`config.mk`:
```
export PLATFORM = sky130hd
export DESIGN_NAME = link_status_led_sequencer_top
export DESIGN_NICKNAME = d
export VERILOG_FILES = /design/src/hw/rtl/lsls_pkg.sv /design/src/hw/rtl/link_status_led_sequencer_top.sv /design/src/hw/rtl/lsls_step.sv
export SDC_FILE = /design/constraint.sdc
export NUM_CORES = 1
export LEC_CHECK = 0
export BUFFER_PORTS_ARGS = -buffer_cell sky130_fd_sc_hd__buf_2
export CAP_MARGIN = 25
export CORE_ASPECT_RATIO = 0.5
export CORE_MARGIN = 2
export CORE_UTILIZATION = 30
export CTS_BUF_LIST = sky130_fd_sc_hd__clkbuf_4 sky130_fd_sc_hd__clkbuf_8
export DETAILED_ROUTE_END_ITERATION = 7
export PLACE_DENSITY = 0.47
export SLEW_MARGIN = 0
export SYNTH_ARGS = -nofsm -noshare
export SYNTH_HDL_FRONTEND = slang
export SYNTH_SLANG_ARGS = --single-unit
```
`constraint.sdc`:
```
create_clock -name clk -period 5.4 [get_ports clk]
set_input_delay 0.54 -clock clk [delete_from_list [all_inputs] [get_ports clk]]
set_output_delay 0.54 -clock clk [all_outputs]
set_load 0.05 [all_outputs]
```
`src/hw/rtl/lsls_pkg.sv`:
```
// Package for the link status LED sequencer: register indexes, reset values,
// configuration and state structs. No dependencies.
package lsls_pkg;

  localparam int CNT_W     = 16;
  localparam int PHASE_W   = 14;
  localparam int CFG_IDX_W = 2;
  localparam int CFG_W     = 16;

  localparam logic [CNT_W-1:0] CNT_MAX = '1;

  // Reset values of the registers and of the derived blink thresholds
  localparam logic [CNT_W-1:0]   RST_LINK_TIMEOUT = 16'd2000;
  localparam logic [PHASE_W-1:0] RST_BLINK_PHASE  = 14'd200;
  localparam logic [PHASE_W:0]   RST_BLINK_THR2   = 15'd400;
  localparam logic [CNT_W-1:0]   RST_BLINK_THR3   = 16'd600;
  localparam logic [CNT_W-1:0]   RST_BLINK_THR4   = 16'd800;
  localparam logic [CNT_W-1:0]   RST_SLOW_PERIOD  = 16'd3000;
  localparam logic [CNT_W-1:0]   RST_SLOW_ON      = 16'd200;

  typedef enum logic [CFG_IDX_W-1:0] {
    CFG_LINK_TIMEOUT = 2'd0,
    CFG_BLINK_PHASE  = 2'd1,
    CFG_SLOW_PERIOD  = 2'd2,
    CFG_SLOW_ON      = 2'd3
  } cfg_index_t;

  // Blink phase is kept with its multiples precomputed at write time
  typedef struct packed {
    logic [CNT_W-1:0]   link_timeout;
    logic [PHASE_W-1:0] blink_thr1;
    logic [PHASE_W:0]   blink_thr2;
    logic [CNT_W-1:0]   blink_thr3;
    logic [CNT_W-1:0]   blink_thr4;
    logic [CNT_W-1:0]   slow_period;
    logic [CNT_W-1:0]   slow_on;
  } cfg_t;

  typedef struct packed {
    logic [CNT_W-1:0] ack_age;
    logic             ever_acked;
    logic             prev_link_up;
    logic             connect_blink_done;
    logic [CNT_W-1:0] connect_ticks;
    logic [CNT_W-1:0] slow_ticks;
    logic             led_level;
  } state_t;

  function automatic logic [CNT_W-1:0] sat_inc(input logic [CNT_W-1:0] v);
    return (v == CNT_MAX) ? CNT_MAX : v + CNT_W'(1);
  endfunction

endpackage

```
`src/hw/rtl/link_status_led_sequencer_top.sv`:
```
// Link status LED sequencer, top level. Uses lsls_pkg and lsls_step.
// Pipeline: input register, then the tick update into the result register.
// Throughput: one tick per cycle while the result sink is not stalling.
// Reset (rst, synchronous, active high): registers to defaults, state cleared,
// both pipeline stages empty. No clearing pass.
module link_status_led_sequencer_top (
  input  logic                           clk,
  input  logic                           rst,
  // configuration write port
  input  logic                           cfg_we,
  input  logic [lsls_pkg::CFG_IDX_W-1:0] cfg_index,
  input  logic [lsls_pkg::CFG_W-1:0]     cfg_data,
  // tick input channel
  input  logic                           in_valid,
  output logic                           in_stall,
  input  logic                           ack_seen,
  // result channel
  output logic                           out_valid,
  input  logic                           out_stall,
  output logic                           led_on,
  output logic                           link_up
);
  import lsls_pkg::*;

  // Configuration registers. The blink phase multiples (x2, x3, x4) are
  // formed at write time so the tick path only compares.
  cfg_t cfg;

  always_ff @(posedge clk) begin
    if (rst) begin
      cfg.link_timeout <= RST_LINK_TIMEOUT;
      cfg.blink_thr1   <= RST_BLINK_PHASE;
      cfg.blink_thr2   <= RST_BLINK_THR2;
      cfg.blink_thr3   <= RST_BLINK_THR3;
      cfg.blink_thr4   <= RST_BLINK_THR4;
      cfg.slow_period  <= RST_SLOW_PERIOD;
      cfg.slow_on      <= RST_SLOW_ON;
    end else if (cfg_we) begin
      unique case (cfg_index_t'(cfg_index))
        CFG_LINK_TIMEOUT: cfg.link_timeout <= cfg_data;
        CFG_BLINK_PHASE: begin
          cfg.blink_thr1 <= cfg_data[PHASE_W-1:0];
          cfg.blink_thr2 <= {cfg_data[PHASE_W-1:0], 1'b0};
          cfg.blink_thr3 <= CNT_W'({cfg_data[PHASE_W-1:0], 1'b0})
                          + CNT_W'(cfg_data[PHASE_W-1:0]);
          cfg.blink_thr4 <= {cfg_data[PHASE_W-1:0], 2'b00};
        end
        CFG_SLOW_PERIOD:  cfg.slow_period <= cfg_data;
        CFG_SLOW_ON:      cfg.slow_on     <= cfg_data;
        default: ;
      endcase
    end
  end

  // Input register: one tick waiting for the update stage.
  logic s1_valid;
  logic s1_ack;
  logic advance;

  // The update stage moves a tick into the result register whenever that
  // register is empty or being drained this cycle, so the input side only
  // stalls when both stages are full and the sink is stalling.
  assign advance  = s1_valid && (!out_valid || !out_stall);
  assign in_stall = s1_valid && !advance;

  always_ff @(posedge clk) begin
    if (rst) begin
      s1_valid <= 1'b0;
    end else if (in_valid && !in_stall) begin
      s1_valid <= 1'b1;
    end else if (advance) begin
      s1_valid <= 1'b0;
    end
  end

  always_ff @(posedge clk) begin
    if (in_valid && !in_stall) begin
      s1_ack <= ack_seen;
    end
  end

  // Sequencer state, committed only when a tick transaction completes the
  // update stage.
  state_t st;
  state_t st_next;
  logic   up_next;

  lsls_step u_step (
    .cfg     (cfg),
    .cur     (st),
    .ack     (s1_ack),
    .nxt     (st_next),
    .link_up (up_next)
  );

  always_ff @(posedge clk) begin
    if (rst) begin
      st <= '0;
    end else if (advance) begin
      st <= st_next;
    end
  end

  // Result register
  always_ff @(posedge clk) begin
    if (rst) begin
      out_valid <= 1'b0;
    end else if (advance) begin
      out_valid <= 1'b1;
    end else if (!out_stall) begin
      out_valid <= 1'b0;
    end
  end

  always_ff @(posedge clk) begin
    if (advance) begin
      led_on  <= st_next.led_level;
      link_up <= up_next;
    end
  end

  // An empty result register never holds back the input side
  a_no_stall_when_empty: assert property (@(posedge clk) disable iff (rst)
    !out_valid |-> !in_stall)
    else $error("input stalled with empty result register");

  // A tick that leaves the update stage always lands in the result register
  a_advance_fills_out: assert property (@(posedge clk) disable iff (rst)
    advance |=> out_valid)
    else $error("advanced tick not presented");

  // A reported link up needs an acknowledge at some point
  a_up_needs_ack: assert property (@(posedge clk) disable iff (rst)
    (out_valid && link_up) |-> st.ever_acked)
    else $error("link up without any acknowledge");

  // The connect sequence can only be finished while the link is up
  a_done_only_up: assert property (@(posedge clk) disable iff (rst)
    st.connect_blink_done |-> st.prev_link_up)
    else $error("connect blink done while link down");

endmodule

```
`src/hw/rtl/lsls_step.sv`:
```
// One tick of the sequencer: next state and link status from current state.
// Depends on lsls_pkg.
module lsls_step (
  input  lsls_pkg::cfg_t   cfg,
  input  lsls_pkg::state_t cur,
  input  logic             ack,
  output lsls_pkg::state_t nxt,
  output logic             link_up
);
  import lsls_pkg::*;

  always_comb begin
    logic [CNT_W-1:0] t;
    logic             up;

    nxt = cur;

    // acknowledge age, holds once at or above the timeout
    if (ack) begin
      nxt.ever_acked = 1'b1;
      nxt.ack_age    = '0;
    end else if (cur.ack_age < cfg.link_timeout) begin
      nxt.ack_age = cur.ack_age + CNT_W'(1);
    end
    up = nxt.ever_acked && (nxt.ack_age < cfg.link_timeout);

    nxt.slow_ticks = sat_inc(cur.slow_ticks);
    t = cur.connect_ticks;

    if (up) begin
      if (!cur.prev_link_up) begin
        nxt.connect_blink_done = 1'b0;
        t = '0;
      end
      if (!nxt.connect_blink_done) begin
        if (t < {2'b00, cfg.blink_thr1}) begin
          nxt.led_level = 1'b1;
        end else if (t < {1'b0, cfg.blink_thr2}) begin
          nxt.led_level = 1'b0;
        end else if (t < cfg.blink_thr3) begin
          nxt.led_level = 1'b1;
        end else if (t < cfg.blink_thr4) begin
          nxt.led_level = 1'b0;
        end else begin
          nxt.led_level          = 1'b1;
          nxt.connect_blink_done = 1'b1;
        end
      end else begin
        nxt.led_level = 1'b1;
      end
    end else begin
      // slow blink while down
      if (cur.slow_ticks >= cfg.slow_period) begin
        nxt.slow_ticks = CNT_W'(1);
        nxt.led_level  = 1'b1;
      end else if (cur.slow_ticks >= cfg.slow_on) begin
        nxt.led_level = 1'b0;
      end
      nxt.connect_blink_done = 1'b0;
    end

    nxt.connect_ticks = sat_inc(t);
    nxt.prev_link_up  = up;
    link_up           = up;
  end

endmodule
```
**After elaboration in Yosys (flattened, before gate mapping)**

Cells that the tools add are included.
Widths: inputs -> output; s select.

- Logic and storage cells: 79
- Output and inout port bits: 4
- Bits in registers: 135
- Memories kept: 0
- ROM bits: 0
- Bits of input ports: 24
- Latch bits: 0
- Bits in writable memories: 0

- $add $sub $neg: 4
- Shifts and indexed selects: 0
- Reduce and logical (&&, ||, !) cells: 15
- Magnitude comparators: 8
- Bitwise logic cells: 0
- Div/mod/pow operators: 0
- Equal/unequal tests: 6
- Multiplexer cells: 29
- $mul: 0

Operators with widths:

| kind | count |
|---|---|
| $mux 16 | 9 |
| $lt 16x16->1 | 4 |
| $add 16x1->16 const B | 3 |
| $eq 16x16->1 const B | 2 |
| $ge 16x16->1 | 2 |
| $mux 1 | 20 |
| $add 15x14->16 | 1 |
| $lt 16x14->1 | 1 |
| $lt 16x15->1 | 1 |
| $reduce_and 2->1 | 4 |
| $eq 2x2->1 const B | 2 |
| $logic_and 1x1->1 | 4 |
| $logic_not 1->1 | 4 |
| $eq 2x1->1 const B | 1 |
| $logic_not 2->1 | 1 |
| $ne 2x1->1 const B | 1 |
| $reduce_bool 2->1 | 1 |
| $logic_or 1x1->1 | 1 |

**Logic depth before layout (Yosys ltp)**

- Depth in word-level cells: 13
- Mapped depth: 26
- Mapped depth without buffers: 25

**Modules after synthesis**

A second synthesis with hierarchy kept.

- Cells, all modules: 1277
- Area total of the unflattened synthesis: 9670.5 sq um

Modules (own cells, without submodules):

| module | area an instance (sq um) | instances | cells an instance | seq. area each (sq um) |
|---|---|---|---|---|
| link_status_led_sequencer_top | 5315.1 | 1 | 668 | 2712.6 |
| lsls_step | 4355.4 | 1 | 609 | 0.0 |

**Least setup slack after synthesis**

No wires, ideal clock.

- Path type: register to register
- Start point: register st[43] in the netlist's numbering
- End point: register st[24] in the netlist's numbering
- Library setup time: 0.135 ns
- Stages on the path, launching flop included: 25
- Buffers on the path: 0
- Required time: 5.265 ns
- Arrival: 4.955 ns
- Clock period less this slack: 5.090 ns
- Setup slack: 0.310 ns
- Path through: dfxtp_1 -> ha_1 -> and2_4 -> a221oi_2 -> o21ai_2 -> a2111oi_4 -> nand4_2 -> xor2_1 -> nor2_1 -> ha_1 -> a21o_1 -> a21o_1 -> a21o_1 -> a2111oi_0 -> nor2_1 -> a211o_2 -> nor2_1 -> nor2b_1 -> ha_1 -> nand4_1 -> nor3_1 -> nand2_1 -> a21oi_1 -> o21ai_0 -> a21oi_1

RTL lines:

| element | RTL line | source |
|---|---|---|
| start: declaration | link_status_led_sequencer_top.sv:84 | `state_t st;` |
| start signal: assignment | link_status_led_sequencer_top.sv:100 | `st <= st_next;` |

==> out/summary.json <==
{
  "route": {
    "routed-wl-met3_um": 576,
    "initialDrtViolationCount": 484,
    "first_pass_iters": 5,
    "met2_length_um": 11700,
    "drc_errors": 0,
    "route.layer.met1.wl_um": 13300,
    "detail_route.vias_per_cell": 5.20,
    "drtAntennaViolNets": 0,
    "top_layer": "met4",
    "routed_wl_per_cell_um": 16.4,
    "num_vias": 8239,
    "routed_wl_um": 25900
  },
  "global_route": {
    "global_route.overflow_total": 0,
    "grt_first_pass_wirelength_um": 42200,
    "gr-usage-all-layers": 0.165,
    "first_global_vias": 7878,
    "grt_max_degree": 47,
    "grt_antenna_before_repair": 0
  },
  "cells_and_area": {
    "final_cell_mix": "166 x sky130_fd_sc_hd__nand2_1, 132 x sky130_fd_sc_hd__ha_1, 130 x sky130_fd_sc_hd__dfxtp_1, 116 x sky130_fd_sc_hd__a21oi_1, 91 x sky130_fd_sc_hd__inv_1",
    "filler_cell_count": 3185,
    "final-seq-area_um2": 2710,
    "antennaDiodeCount": 0,
    "num-nets-final": 1332,
    "fin_cells": 1585,
    "area_delta_synth_final_pct": 12.7,
    "mostFrequentLayoutCell": "sky130_fd_sc_hd__nand2_1",
    "final_layout_size_suffix_gt1_frac": 0.110,
    "area_occupied_by_multi_input_gates_um2": 6110
  },
  "timing": {
    "finalMaxSlewViolations": 0,
    "timing.slew.headroom": 0.481,
    "final.setup.tns_ns": 0,
    "max_freq_mhz": 198,
    "timing.final.crit_period_ns": 5.05,
    "hold_viol_final": 0,
    "timing.clock.skew_ns": 0.00934,
    "tightestPinTransition_ns": 0.779,
    "finalCritPeriodShare": 0.935,
    "setup_violations": 0
  },
  "yosys": {
    "synthFlopType": "sky130_fd_sc_hd__dfxtp_1",
    "yosysWarnings": 0,
    "synth_seq_cells": 134,
    "yosys.cell_types.count": 85,
    "synth.avg_cell_area_um2": 8.08,
    "yosysSeqAreaShare": 0.292,
    "syn_nets": 1310,
    "asyncSetResetFlopFracSynth": 0,
    "number_of_enable_flip_flop_cells_after_synthesis": 3,
    "post_synth_instance_area_um2": 9300,
    "synthesized_netlist_cell_count": 1151
  },
  "pwr": {
    "switching_share": 0.271,
    "vdd_ir_drop_max_mv": 0.144,
    "share_of_power_burned_in_the_clock_network": 0.429,
    "power.switching_w": 0.000634,
    "cellPowerDensity_nw_per_um2": 223,
    "cell_internal_pwr_w": 0.00170,
    "combPwrFrac": 0.125,
    "pwr-share-seq": 0.445,
    "power_leakage_nw": 4.28
  },
  "clocking": {
    "cts_num_sinks": 134,
    "insertion_delay_ns": 0.46,
    "clk_pin_slew_worst_paths_ns": 0.08,
    "cts_hold_buf": 0,
    "root_buffer": "sky130_fd_sc_hd__clkbuf_8",
    "cts_htree_levels": 4,
    "cts_tree": "done",
    "clockBufferDepth": 2,
    "cts_buf_count": 17
  },
  "min_path": {
    "hp-start": "ack_seen",
    "min-delay-path-class": "input pin to flip-flop",
    "min_delay_path_depth": 1,
    "hold_end": "s1_ack"
  },
  "worst_setup_path": {
    "cp_common_cell": "sky130_fd_sc_hd__a21o_1",
    "reg2reg_from": "cfg[95]",
    "critical_path.n_buffers_inverters": 2,
    "ff2ff_path_depth": 24,
    "crit_type": "flip-flop to flip-flop",
    "timing.critical_path.required_ns": 5.73,
    "worst-endpoint-arrival_ns": 5.38,
    "path_delay_family": "compound AO/OA/AOI/OAI gates",
    "crit_path_max_fanout": 5,
    "setup_slack_reg_to_reg_ns": 0.35,
    "cp-end-kind": "flip-flop",
    "critical-path-slowest-cell": "sky130_fd_sc_hd__a2111oi_4",
    "worst_r2r_endpoint": "st[20]",
    "critical_path.startpoint": "cfg[95]",
    "cp_slowest_stage_delay_ns": 0.40,
    "startpoint_type": "flip-flop",
    "crit_chain": "inv_1 > ha_1 > a211o_1 > a31oi_4 > o21ai_4 > a2111oi_4 > nand4_2 > xor2_1 > nor2_1 > ha_1 > a21o_1 > a21o_1 > a21o_1 > a2111oi_2 > nor2_1 > a211o_2 > nor2_4 > nor2b_1 > ha_2 > nand4_1 > buf_6 > nor3_4 > a31oi_1 > o311ai_1"
  },
  "placed_design": {
    "placement.io_buffers": 27,
    "final_replace_weighted_congestion": 0.860,
    "hpwl_um": 19200,
    "place.detailed.instances": 1549
  },
  "die": {
    "rows": 45,
    "floorplan.io_pins": 28,
    "fp.dieH_um": 129,
    "fp.dieW_um": 253,
    "floorplan.die_area_um2": 32500,
    "initial_core_util": 0.306,
    "coreArea_um2": 30400
  },
  "job": {
    "timing.max_cap.violations": 0
  },
  "outcome": {
    "run_status": "completed"
  }
}
-- area by class of cell --
| class | count | area share |
|---|---|---|
| clock buffers | 20 | 0.0257 |
| inverters | 93 | 0.0333 |
| repair buffers | 51 | 0.0335 |
| clock inverters | 12 | 0.0190 |
| flip-flops and latches | 134 | 0.259 |
| multi-input cells | 876 | 0.582 |
| well taps | 399 | 0.0476 |
-- worst register-to-register path: stages, from the launching register on --
cell and delay (ns):
sky130_fd_sc_hd__dfxtp_1 0.34, sky130_fd_sc_hd__inv_1 0.06, sky130_fd_sc_hd__ha_1 0.34, sky130_fd_sc_hd__a211o_1 0.34, sky130_fd_sc_hd__a31oi_4 0.19, sky130_fd_sc_hd__o21ai_4 0.12, sky130_fd_sc_hd__a2111oi_4 0.40, sky130_fd_sc_hd__nand4_2 0.17
sky130_fd_sc_hd__xor2_1 0.16, sky130_fd_sc_hd__nor2_1 0.06, sky130_fd_sc_hd__ha_1 0.31, sky130_fd_sc_hd__a21o_1 0.18, sky130_fd_sc_hd__a21o_1 0.17, sky130_fd_sc_hd__a21o_1 0.18, sky130_fd_sc_hd__a2111oi_2 0.35, sky130_fd_sc_hd__nor2_1 0.12
sky130_fd_sc_hd__a211o_2 0.34, sky130_fd_sc_hd__nor2_4 0.11, sky130_fd_sc_hd__nor2b_1 0.06, sky130_fd_sc_hd__ha_2 0.21, sky130_fd_sc_hd__nand4_1 0.18, sky130_fd_sc_hd__buf_6 0.17, sky130_fd_sc_hd__nor3_4 0.06, sky130_fd_sc_hd__a31oi_1 0.21
sky130_fd_sc_hd__o311ai_1 0.10
-- through the flow --
step	util	setup slack, ns	hold slack [ns]	cell area (µm²)	total power, W
4_1_cts	0.339	0.0255	0.214	10300	0.00236
3_5_place_dp	0.324	0.0728	0.446	9850	0.00135
3_3_place_gp	0.324	0.134	0.444	9850	0.00135
6_report	0.345	0.350	0.249	10500	0.00234
5_1_grt	0.345	-0.0251	0.212	10500	0.00245
2_1_floorplan	-	0.310	0.432	9300	0.00126
-- per-layer routing --
metal,global-route usage,vias to the layer above
met4,0.0463,0
met3,0.0251,27
met2,0.279,108
met5,0,-
li1,-,4178
met1,0.220,3926
-- worst max-delay path by stage --
stage / to / slack, ns / depth (start not counted)
after floorplan: st[24] / 0.31 / 24
after global placement: st[19] / 0.13 / 22
after detailed placement: st[19] / 0.07 / 23
after CTS: st[19] / 0.03 / 23
after global routing: st[23] / -0.03 / 24
final: st[20] / 0.35 / 24
-- power by group through the flow --
| stage | Clock (W) | Sequential (W) | Combinational, W |
|---|---|---|---|
| 3_3_place_gp | 0 | 0.00106 | 0.000283 |
| 3_5_place_dp | 0 | 0.00106 | 0.000286 |
| 5_1_grt | 0.00108 | 0.00104 | 0.000330 |
| 2_1_floorplan | 0 | 0.00106 | 0.000196 |
| 6_report | 0.00100 | 0.00104 | 0.000293 |
| 4_1_cts | 0.00103 | 0.00104 | 0.000289 |
-- Yosys cell counts, types with 6 or more instances --
| cell type | instances | area share |
|---|---|---|
| sky130_fd_sc_hd__nand2_1 | 167 | 0.067 |
| sky130_fd_sc_hd__ha_1 | 134 | 0.18 |
| sky130_fd_sc_hd__dfxtp_1 | 131 | 0.28 |
| sky130_fd_sc_hd__a21oi_1 | 117 | 0.063 |
| sky130_fd_sc_hd__inv_1 | 91 | 0.037 |
| sky130_fd_sc_hd__nor2_1 | 58 | 0.023 |
| sky130_fd_sc_hd__o21ai_0 | 55 | 0.030 |
| sky130_fd_sc_hd__nand3_1 | 36 | 0.019 |
| sky130_fd_sc_hd__clkbuf_1 | 35 | 0.014 |
| sky130_fd_sc_hd__o211ai_1 | 31 | 0.025 |
| sky130_fd_sc_hd__and2_1 | 18 | 0.012 |
| sky130_fd_sc_hd__a21o_1 | 17 | 0.014 |
| sky130_fd_sc_hd__and3_1 | 16 | 0.011 |
| sky130_fd_sc_hd__a211oi_1 | 14 | 0.011 |
| sky130_fd_sc_hd__nand4_1 | 14 | 0.0094 |
| sky130_fd_sc_hd__nor3_1 | 14 | 0.0075 |
| sky130_fd_sc_hd__a31oi_1 | 13 | 0.0087 |
| sky130_fd_sc_hd__nor2_4 | 10 | 0.012 |
| sky130_fd_sc_hd__nor2b_1 | 10 | 0.0067 |
| sky130_fd_sc_hd__o21a_1 | 10 | 0.0081 |
| sky130_fd_sc_hd__xor2_1 | 10 | 0.0094 |
| sky130_fd_sc_hd__or3_1 | 9 | 0.0061 |
| sky130_fd_sc_hd__xnor2_1 | 9 | 0.0085 |
| sky130_fd_sc_hd__a2111oi_0 | 8 | 0.0075 |
| sky130_fd_sc_hd__nand2b_1 | 7 | 0.0047 |
| sky130_fd_sc_hd__o31ai_1 | 7 | 0.0056 |
| sky130_fd_sc_hd__nor4_1 | 6 | 0.0040 |
-- registers in the layout (all words and copies together) (netlist names) --
register   count
led_on         1
link_up        1
st            52
out_valid      1
s1_valid       1
s1_ack         1
cfg           77
-- cell families after synthesis --
family	after synthesis	synth area share
adders and majority gates	135	0.182
and+or+nand+nor	391	0.207
xor gates and xnor gates	19	0.0179
DFF	134	0.292
muxes	3	0.00323
AOI/OAI and AO/OA	328	0.234
buffers and inverters	141	0.0640
-- what timing repair did --
item	4_1_cts	5_1_grt
buffers inserted	0	3
setup endpoints to repair	0	16
gates resized for setup	0	20
No activity file was read; power rests on OpenSTA's default activity.
